===== src/sv/c8ic_pkg.sv =====
`timescale 1ns / 1ps

package c8ic_pkg;

  localparam int MemBytesDef     = 4096;
  localparam int StackDepthDef   = 16;
  localparam int ProgramStartDef = 512;
  localparam int ScreenWidth     = 64;
  localparam int ScreenHeight    = 32;
  localparam int FontBytes       = 80;

  localparam logic [7:0] FontRom [FontBytes] = '{
    8'hF0, 8'h90, 8'h90, 8'h90, 8'hF0, 8'h20, 8'h60, 8'h20, 8'h20, 8'h70,
    8'hF0, 8'h10, 8'hF0, 8'h80, 8'hF0, 8'hF0, 8'h10, 8'hF0, 8'h10, 8'hF0,
    8'h90, 8'h90, 8'hF0, 8'h10, 8'h10, 8'hF0, 8'h80, 8'hF0, 8'h10, 8'hF0,
    8'hF0, 8'h80, 8'hF0, 8'h90, 8'hF0, 8'hF0, 8'h10, 8'h20, 8'h40, 8'h40,
    8'hF0, 8'h90, 8'hF0, 8'h90, 8'hF0, 8'hF0, 8'h90, 8'hF0, 8'h10, 8'hF0,
    8'hF0, 8'h90, 8'hF0, 8'h90, 8'h90, 8'hE0, 8'h90, 8'hE0, 8'h90, 8'hE0,
    8'hF0, 8'h80, 8'h80, 8'h80, 8'hF0, 8'hE0, 8'h90, 8'h90, 8'h90, 8'hE0,
    8'hF0, 8'h80, 8'hF0, 8'h80, 8'hF0, 8'hF0, 8'h80, 8'hF0, 8'h80, 8'h80
  };

  typedef struct packed {
    logic [1:0]  func;
    logic [11:0] mem_addr;
    logic [7:0]  mem_data;
    logic [15:0] keys;
    logic [7:0]  random_byte;
    logic [5:0]  display_word;
  } in_req_t;

  typedef struct packed {
    logic [11:0] pc;
    logic [15:0] opcode;
    logic [1:0]  status;
    logic        collision;
    logic        sound_on;
    logic [31:0] row_data;
  } out_rsp_t;

  typedef enum logic [1:0] {
    FUNC_LOAD, FUNC_EXEC, FUNC_TICK, FUNC_DISP
  } func_e;

  typedef enum logic [1:0] {
    ST_OK, ST_UNKNOWN, ST_OVERFLOW, ST_UNDERFLOW
  } status_e;

  typedef enum logic [2:0] {
    KIND_SIMPLE, KIND_FLAG, KIND_SPRITE, KIND_BCD, KIND_STORE, KIND_LOAD
  } op_kind_e;

  typedef enum logic [3:0] {
    S_CLEAR, S_IDLE, S_DISPATCH, S_FETCH_LO, S_DECODE, S_READ_VX, S_READ_VY,
    S_EXEC, S_SPR_RD, S_SPR_WR, S_BCD, S_STORE, S_LOAD_RD, S_LOAD_WR, S_FLAG,
    S_DONE
  } ctrl_state_e;

  typedef enum logic [4:0] {
    CMD_NONE, CMD_CLEAR, CMD_LATCH, CMD_DISPATCH, CMD_FETCH_LO, CMD_DECODE,
    CMD_READ_VX, CMD_READ_VY, CMD_EXEC, CMD_SPR_RD, CMD_SPR_WR, CMD_BCD,
    CMD_STORE, CMD_LOAD_RD, CMD_LOAD_WR, CMD_FLAG, CMD_EMIT
  } dp_cmd_e;

  typedef struct packed {
    logic     clr_last;
    func_e    func;
    op_kind_e kind;
    logic     loop_last;
  } dp_status_t;

endpackage


===== src/sv/c8ic_ctrl.sv =====
`timescale 1ns / 1ps

module c8ic_ctrl (
  input  logic                 clk_i,
  input  logic                 rst_ni,
  input  logic                 in_valid_i,
  output logic                 in_stall_o,
  output logic                 out_valid_o,
  input  logic                 out_stall_i,
  output c8ic_pkg::dp_cmd_e    cmd_o,
  input  c8ic_pkg::dp_status_t sts_i
);

  c8ic_pkg::ctrl_state_e state_q, state_d;
  logic out_valid_q, out_valid_d;
  logic out_free;

  assign out_free = !out_valid_q || !out_stall_i;

  always_comb begin
    state_d = state_q;
    unique case (state_q)
      c8ic_pkg::S_CLEAR:    if (sts_i.clr_last) state_d = c8ic_pkg::S_IDLE;
      c8ic_pkg::S_IDLE:     if (in_valid_i) state_d = c8ic_pkg::S_DISPATCH;
      c8ic_pkg::S_DISPATCH: begin
        state_d = (sts_i.func == c8ic_pkg::FUNC_EXEC) ? c8ic_pkg::S_FETCH_LO
                                                      : c8ic_pkg::S_DONE;
      end
      c8ic_pkg::S_FETCH_LO: state_d = c8ic_pkg::S_DECODE;
      c8ic_pkg::S_DECODE:   state_d = c8ic_pkg::S_READ_VX;
      c8ic_pkg::S_READ_VX:  state_d = c8ic_pkg::S_READ_VY;
      c8ic_pkg::S_READ_VY:  state_d = c8ic_pkg::S_EXEC;
      c8ic_pkg::S_EXEC: begin
        unique case (sts_i.kind)
          c8ic_pkg::KIND_FLAG:   state_d = c8ic_pkg::S_FLAG;
          c8ic_pkg::KIND_SPRITE: state_d = c8ic_pkg::S_SPR_RD;
          c8ic_pkg::KIND_BCD:    state_d = c8ic_pkg::S_BCD;
          c8ic_pkg::KIND_STORE:  state_d = c8ic_pkg::S_STORE;
          c8ic_pkg::KIND_LOAD:   state_d = c8ic_pkg::S_LOAD_RD;
          default:               state_d = c8ic_pkg::S_DONE;
        endcase
      end
      c8ic_pkg::S_SPR_RD:  state_d = c8ic_pkg::S_SPR_WR;
      c8ic_pkg::S_SPR_WR:  begin
        state_d = sts_i.loop_last ? c8ic_pkg::S_FLAG : c8ic_pkg::S_SPR_RD;
      end
      c8ic_pkg::S_BCD:     if (sts_i.loop_last) state_d = c8ic_pkg::S_DONE;
      c8ic_pkg::S_STORE:   if (sts_i.loop_last) state_d = c8ic_pkg::S_DONE;
      c8ic_pkg::S_LOAD_RD: state_d = c8ic_pkg::S_LOAD_WR;
      c8ic_pkg::S_LOAD_WR: begin
        state_d = sts_i.loop_last ? c8ic_pkg::S_DONE : c8ic_pkg::S_LOAD_RD;
      end
      c8ic_pkg::S_FLAG:    state_d = c8ic_pkg::S_DONE;
      c8ic_pkg::S_DONE:    if (out_free) state_d = c8ic_pkg::S_IDLE;
      default:             state_d = c8ic_pkg::S_IDLE;
    endcase
  end

  always_comb begin
    cmd_o = c8ic_pkg::CMD_NONE;
    unique case (state_q)
      c8ic_pkg::S_CLEAR:    cmd_o = c8ic_pkg::CMD_CLEAR;
      c8ic_pkg::S_IDLE:     if (in_valid_i) cmd_o = c8ic_pkg::CMD_LATCH;
      c8ic_pkg::S_DISPATCH: cmd_o = c8ic_pkg::CMD_DISPATCH;
      c8ic_pkg::S_FETCH_LO: cmd_o = c8ic_pkg::CMD_FETCH_LO;
      c8ic_pkg::S_DECODE:   cmd_o = c8ic_pkg::CMD_DECODE;
      c8ic_pkg::S_READ_VX:  cmd_o = c8ic_pkg::CMD_READ_VX;
      c8ic_pkg::S_READ_VY:  cmd_o = c8ic_pkg::CMD_READ_VY;
      c8ic_pkg::S_EXEC:     cmd_o = c8ic_pkg::CMD_EXEC;
      c8ic_pkg::S_SPR_RD:   cmd_o = c8ic_pkg::CMD_SPR_RD;
      c8ic_pkg::S_SPR_WR:   cmd_o = c8ic_pkg::CMD_SPR_WR;
      c8ic_pkg::S_BCD:      cmd_o = c8ic_pkg::CMD_BCD;
      c8ic_pkg::S_STORE:    cmd_o = c8ic_pkg::CMD_STORE;
      c8ic_pkg::S_LOAD_RD:  cmd_o = c8ic_pkg::CMD_LOAD_RD;
      c8ic_pkg::S_LOAD_WR:  cmd_o = c8ic_pkg::CMD_LOAD_WR;
      c8ic_pkg::S_FLAG:     cmd_o = c8ic_pkg::CMD_FLAG;
      c8ic_pkg::S_DONE:     if (out_free) cmd_o = c8ic_pkg::CMD_EMIT;
      default:              cmd_o = c8ic_pkg::CMD_NONE;
    endcase
  end

  always_comb begin
    out_valid_d = out_valid_q;
    if (cmd_o == c8ic_pkg::CMD_EMIT) begin
      out_valid_d = 1'b1;
    end else if (!out_stall_i) begin
      out_valid_d = 1'b0;
    end
  end

  always_ff @(posedge clk_i or negedge rst_ni) begin
    if (!rst_ni) begin
      state_q     <= c8ic_pkg::S_CLEAR;
      out_valid_q <= 1'b0;
    end else begin
      state_q     <= state_d;
      out_valid_q <= out_valid_d;
    end
  end

  assign in_stall_o  = (state_q != c8ic_pkg::S_IDLE);
  assign out_valid_o = out_valid_q;

endmodule


===== config.mk =====
export PLATFORM = sky130hd
export DESIGN_NAME = c8ic_ctrl
export DESIGN_NICKNAME = d
export VERILOG_FILES = /design/src/sv/c8ic_pkg.sv /design/src/sv/c8ic_ctrl.sv
export SDC_FILE = /design/constraint.sdc
export NUM_CORES = 1
export LEC_CHECK = 0
export BUFFER_PORTS_ARGS = -buffer_cell sky130_fd_sc_hd__buf_4
export CAP_MARGIN = 20
export CORE_AREA = 2 2 39 41
export DETAILED_ROUTE_END_ITERATION = 16
export DIE_AREA = 0 0 41 43
export HOLD_SLACK_MARGIN = 0.12
export PLACE_DENSITY = 0.71
export SYNTH_ARGS = -nofsm -noshare
export SYNTH_HDL_FRONTEND = slang
export SYNTH_SLANG_ARGS = --single-unit

===== constraint.sdc =====
create_clock -name clk_i -period 1.5 [get_ports clk_i]
set_clock_uncertainty 0.15 [all_clocks]
set_input_delay 0.45 -clock clk_i [delete_from_list [all_inputs] [get_ports clk_i]]
set_output_delay 0.45 -clock clk_i [all_outputs]
set_load 0.1 [all_outputs]

# ---- After elaboration in Yosys (flattened, before gate mapping)
# Index checks and enable logic that the tools add are counted.
dict set report classes {
  n_eq_ne 28
  mux 14
  n_reduce_logical 6
}
# operator count
set ops {}
lappend ops {{$pmux 5 s16} 1}
lappend ops {{$pmux 4 s15} 1}
lappend ops {{$eq 4x4->1 const B} 8}
lappend ops {{$mux 4} 5}
lappend ops {{$eq 4x3->1 const B} 4}
lappend ops {{$pmux 3 s5} 1}
lappend ops {{$eq 4x2->1 const B} 2}
lappend ops {{$eq 3x2->1 const B} 2}
lappend ops {{$eq 3x3->1 const B} 2}
lappend ops {{$ne 2x2->1 const B} 3}
lappend ops {{$eq 5x5->1 const B} 1}
lappend ops {{$mux 5} 1}
lappend ops {{$eq 4x1->1 const B} 1}
lappend ops {{$logic_not 4->1} 1}
lappend ops {{$mux 2} 2}
lappend ops {{$ne 2x1->1 const B} 2}
lappend ops {{$ne 4x1->1 const B} 1}
lappend ops {{$reduce_and 4->1} 1}
lappend ops {{$eq 3x1->1 const B} 1}
lappend ops {{$mux 3} 1}
lappend ops {{$eq 2x1->1 const B} 1}
lappend ops {{$logic_not 1->1} 2}
lappend ops {{$mux 1} 2}
lappend ops {{$reduce_or 2->1} 1}
lappend ops {{$logic_or 1x1->1} 1}
dict set report totals {
  regBits 5
  input_bits 11
  out_inout_bits 7
}

# ---- Depth between registers and ports, before layout
dict set report logic_depth {
  ltp_word 6
  ltp_mapped 5
  depth_no_buf 4
}

# ---- Worst setup path before layout
# OpenSTA, ideal clock, no wires.
dict set report synth_path {
  kind {reg-to-output}
  from {register out_valid_q, in the netlist out_valid_o}
  to {output port cmd_o[4]}
  arrival_time_ns 2.383
  t_required_ns 0.900
  path_slack_ns -1.483
  path_stages_with_launch 2
  n_path_buf 0
  cell_sequence {dfrtp_1 -> a21oi_1}
}
dict set report synth_via {
  elab_chain_cells 4
}
# element line_no
set synth_lines {}
lappend synth_lines {{start: declaration} c8ic_ctrl.sv:15} ;# logic out_valid_q, out_valid_d;
lappend synth_lines {{start signal: assignment} c8ic_ctrl.sv:97} ;# out_valid_q <= out_valid_d;
lappend synth_lines {{$logic_not 1->1} c8ic_ctrl.sv:18} ;# assign out_free = !out_valid_q || !out_stall_i;
lappend synth_lines {{$logic_or 1x1->1} c8ic_ctrl.sv:18}
lappend synth_lines {{$mux 5} c8ic_ctrl.sv:77} ;# c8ic_pkg::S_DONE: if (out_free) cmd_o = c8ic_pkg::CMD_EMIT;
lappend synth_lines {{$pmux 5 s16} c8ic_ctrl.sv:61} ;# unique case (state_q)
lappend synth_lines {{end: declaration} c8ic_ctrl.sv:10} ;# output c8ic_pkg::dp_cmd_e cmd_o,
# No other way between the ends.

# ---- Final worst setup path
dict set report layout_path {
  from {register state_q[1]}
  to {output port cmd_o[4]}
}
dict set report layout_via {
  elab_chain_cells 2
  word_cells_on_any_way 17
  cone_classes {15 x eq/ne; 1 x mux; 1 x reduce/logical}
}
# element line_no
set layout_lines {}
lappend layout_lines {{start: declaration} c8ic_ctrl.sv:14} ;# c8ic_pkg::ctrl_state_e state_q, state_d;
lappend layout_lines {{start signal: assignment} c8ic_ctrl.sv:93} ;# state_q <= c8ic_pkg::S_CLEAR;
lappend layout_lines {{start signal: assignment} c8ic_ctrl.sv:96} ;# state_q <= state_d;
lappend layout_lines {{$eq 4x4->1 (tied with other cells)} c8ic_ctrl.sv:61}
lappend layout_lines {{$pmux 5 s16 *} c8ic_ctrl.sv:61}
# Every way passes the cells marked *; elsewhere a longest branch is shown, timed or not.

==> flow_metrics.py <==
metrics = {
    "critical_path": {
        "critPathLaunchType": "flip-flop",
        "critPathMaxStageDelay_ns": 0.38,
        "reg2reg_slack_ns": -0.19,
        "critical_path.cell_chain": "buf_4, buf_6, nand4_1, a21oi_4, buf_12",
        "worst-endpoint-arrival_ns": 1.47,
        "critical_path.slowest_cell": "dfrtp_2",
        "critPathCaptureType": "primary output",
        "rr_endpoint": "state_q[2]",
        "cp_data_required_time_ns": 0.90,
        "criticalPathCategory": "reg -> out",
        "worstReg2RegStart": "state_q[1]",
        "timing.reg2reg.worst_path_depth": 8,
        "cp_max_fo": 3,
    },
    "cells_and_area": {
        "syn2layout_area_growth_pct": 134.7,
        "design.final.nets": 128,
        "drive_gt1_frac": 0.6897,
        "antenna_fix_cells": 0,
        "post-route-util": 0.8318,
        "nFillCells": 82,
    },
    "clock_network": {
        "insertion_delay_ns": 0.24,
        "cts.reportedPaths.clkPinSlew_ns": 0.04,
        "cts_root_buffer": "clkbuf_4",
        "cts_tree": "yes",
        "cts-htree-levels": 1,
        "cts-root-to-sink-buffers": 2,
        "numClockSinks": 5,
        "cts_made_buffers": 3,
    },
    "timing": {
        "finalSetupViolCount": 11,
        "finalCritPeriodShare": 1.380,
        "maxSlewViolCount": 0,
        "timing.setup.tns_ns": -3.602,
        "finalHoldViolations": 0,
        "worst_max_slew_pin_slew_ns": 0.2525,
        "grt_setup_unrepaired": "true",
        "postLayoutSetupSlackWorst_ns": -0.5702,
        "fin_crit_ns": 2.070,
        "clock.fmax_mhz": 483.1,
        "maxSlewHeadroom": 0.8306,
    },
    "grt": {
        "grtUsageTotal": 0.2371,
        "wire_length_of_the_first_global_routing_pass_um": 2877,
        "grt_pass1_vias": 673,
        "grt_antenna_before_repair": 0,
        "grt_max_degree": 9,
        "globalRoute.totalOverflow": 0,
    },
    "die": {
        "initial_standard_cell_utilization_of_the_core": 0.3544,
        "die_area_um2": 1763,
        "top_level_pins": 18,
        "die_w_um": 41,
        "coreArea_um2": 1384,
        "dieHeight_um": 43,
        "core.rowCount": 14,
    },
    "yosys": {
        "flop_and_latch_count_out_of_synthesis": 5,
        "synth_sequential_area_ratio": 0.2551,
        "synth_fp_nets": 75,
        "synth.avg_cell_area_um2": 7.664,
        "synth_warn": 0,
        "summed_instance_area_of_the_synthesized_netlist_um2": 490.5,
        "synthesis.instances": 64,
        "synth.distinct_cells": 32,
    },
    "flow_run": {
        "maxCapViolCount": 0,
    },
    "drt": {
        "post-route-drc-count": 0,
        "antenna_left": 0,
        "drt_iter0_markers": 20,
        "detailroute.via_count": 746,
        "wl_per_cell_um": 19.03,
        "drt-total-wl_um": 2512,
        "avgViaCountPerCell": 5.652,
        "firstDrtPassIters": 4,
    },
    "run_status": {
        "failed_checks": "setup timing",
        "run_status": "finished with violations",
    },
    "placed_design": {
        "hpwlAfterDp_um": 1337,
        "gpl_wtd_cong": 0.9441,
        "io_buffers": 17,
    },
    "worst_hold_path": {
        "worstHoldPathType": "in -> async",
    },
}
==> critical path: cells and delay by family (launching register included) <==
kind,cells,cell delay [ns]
buffers and inverters,3,0.40
flip-flops,1,0.38
AO/OA/AOI/OAI,1,0.23
AND/OR/NAND/NOR,1,0.21
==> cells in the final DEF (no fill, tap or decap), types with 2 or more instances in the layout <==
cell      instances
nor2_1            4
clkbuf_4          3
a31oi_1           2
nand2_1           5
nand4_1           2
or2_4             3
dfrtp_1           2
buf_12            7
dfrtp_2           2
buf_6             8
a21oi_4           5
o21ai_1           2
inv_2             2
a21oi_1           5
a21o_1            2
buf_4            36
nand2b_1          2
==> through the flow <==
stage	hold WS (ns)	cells	cell area [µm²]	worst slack (ns)
after CTS	0.3934	126	1042	-0.5389
after global placement	0.1019	118	854.6	-0.3292
after global routing	0.4134	132	1151	-0.5951
final	0.4048	132	1151	-0.5702
after detailed placement	0.1036	118	854.6	-0.3548
after floorplan	0.004409	64	560.5	-0.3900
==> routing by layer <==
layer,share of wire,track usage,routed length [µm]
met4,0.033,0.1200,83
met2,0.52,0.3719,1303
met5,0,0,0
met1,0.42,0.3007,1062
met3,0.025,0.03141,62
==> flip-flops by register name, summed over array words and instances (netlist names) <==
| signal | count |
|---|---|
| state_q | 4 |
| out_valid_o | 1 |
==> worst max-delay path by stage <==
| stage | cells after the start | end | slack [ns] | startpoint |
|---|---|---|---|---|
| after floorplan | 3 | cmd_o[4] | -0.39 | state_q[2] |
| after global routing | 5 | cmd_o[4] | -0.60 | state_q[1] |
| final | 5 | cmd_o[4] | -0.57 | state_q[1] |
| after CTS | 3 | in_stall_o | -0.54 | state_q[1] |
| after detailed placement | 3 | in_stall_o | -0.35 | state_q[1] |
| after global placement | 3 | in_stall_o | -0.33 | state_q[1] |
==> Yosys cell counts <==
library cell	n	area [µm²]
a31oi_2	1	12.51
a31oi_1	2	12.51
nand2_4	1	11.26
o31a_1	1	8.760
a21o_1	2	15.01
and4b_1	1	10.01
dfrtp_1	5	125.1
buf_2	1	5.000
o21ai_1	3	15.01
inv_2	3	11.26
a211oi_1	1	7.510
nand2b_1	3	18.77
a21oi_1	8	40.04
or2_2	1	6.260
a21oi_2	2	17.52
nor2_1	5	18.77
o21ai_0	1	5.000
xnor2_1	1	8.760
o22ai_1	1	6.260
nand3b_1	1	7.510
o32a_1	1	10.01
nor3_1	1	5.000
nand2_1	6	22.52
buf_4	2	15.01
or2_1	2	12.51
buf_6	1	11.26
o2111ai_1	1	8.760
nand4_1	2	12.51
nor2b_1	1	6.260
or3_4	1	11.26
inv_1	1	3.750
o221ai_1	1	8.760
==> logic make-up (layout without fill, tap and decap cells) <==
group                  Yosys count  count (layout)  synth area share
AO/OA/AOI/OAI                   25              25            0.3418
AND/OR/NAND/NOR                 25              25            0.2908
buffers and inverters            8              60           0.09436
flip-flops                       5               5            0.2551
XOR/XNOR                         1               1           0.01786
==> area by class of cell <==
cell class	instances	area, µm²	area share
inverters	4	17.52	0.01522
clock buffers	4	26.28	0.02283
multi-input cells	51	445.4	0.3870
flip-flops and latches	5	131.4	0.1141
repair buffers	52	510.5	0.4435
well taps	16	20.02	0.01739
==> what timing repair did <==
item                                    in CTS  in global routing
cloned                                       0                  0
endpoints found under the hold margin        5                  0
gates resized for setup                     32                 14
setup buffers                                3                  6
endpoints found under the setup margin      11                 11
pin swaps                                    3                  9
hold buffers                                 1                  0
Power is left out: the tool's default activity adds up to more than one toggle a clock period on the data nets, which glitch-free logic cannot reach.
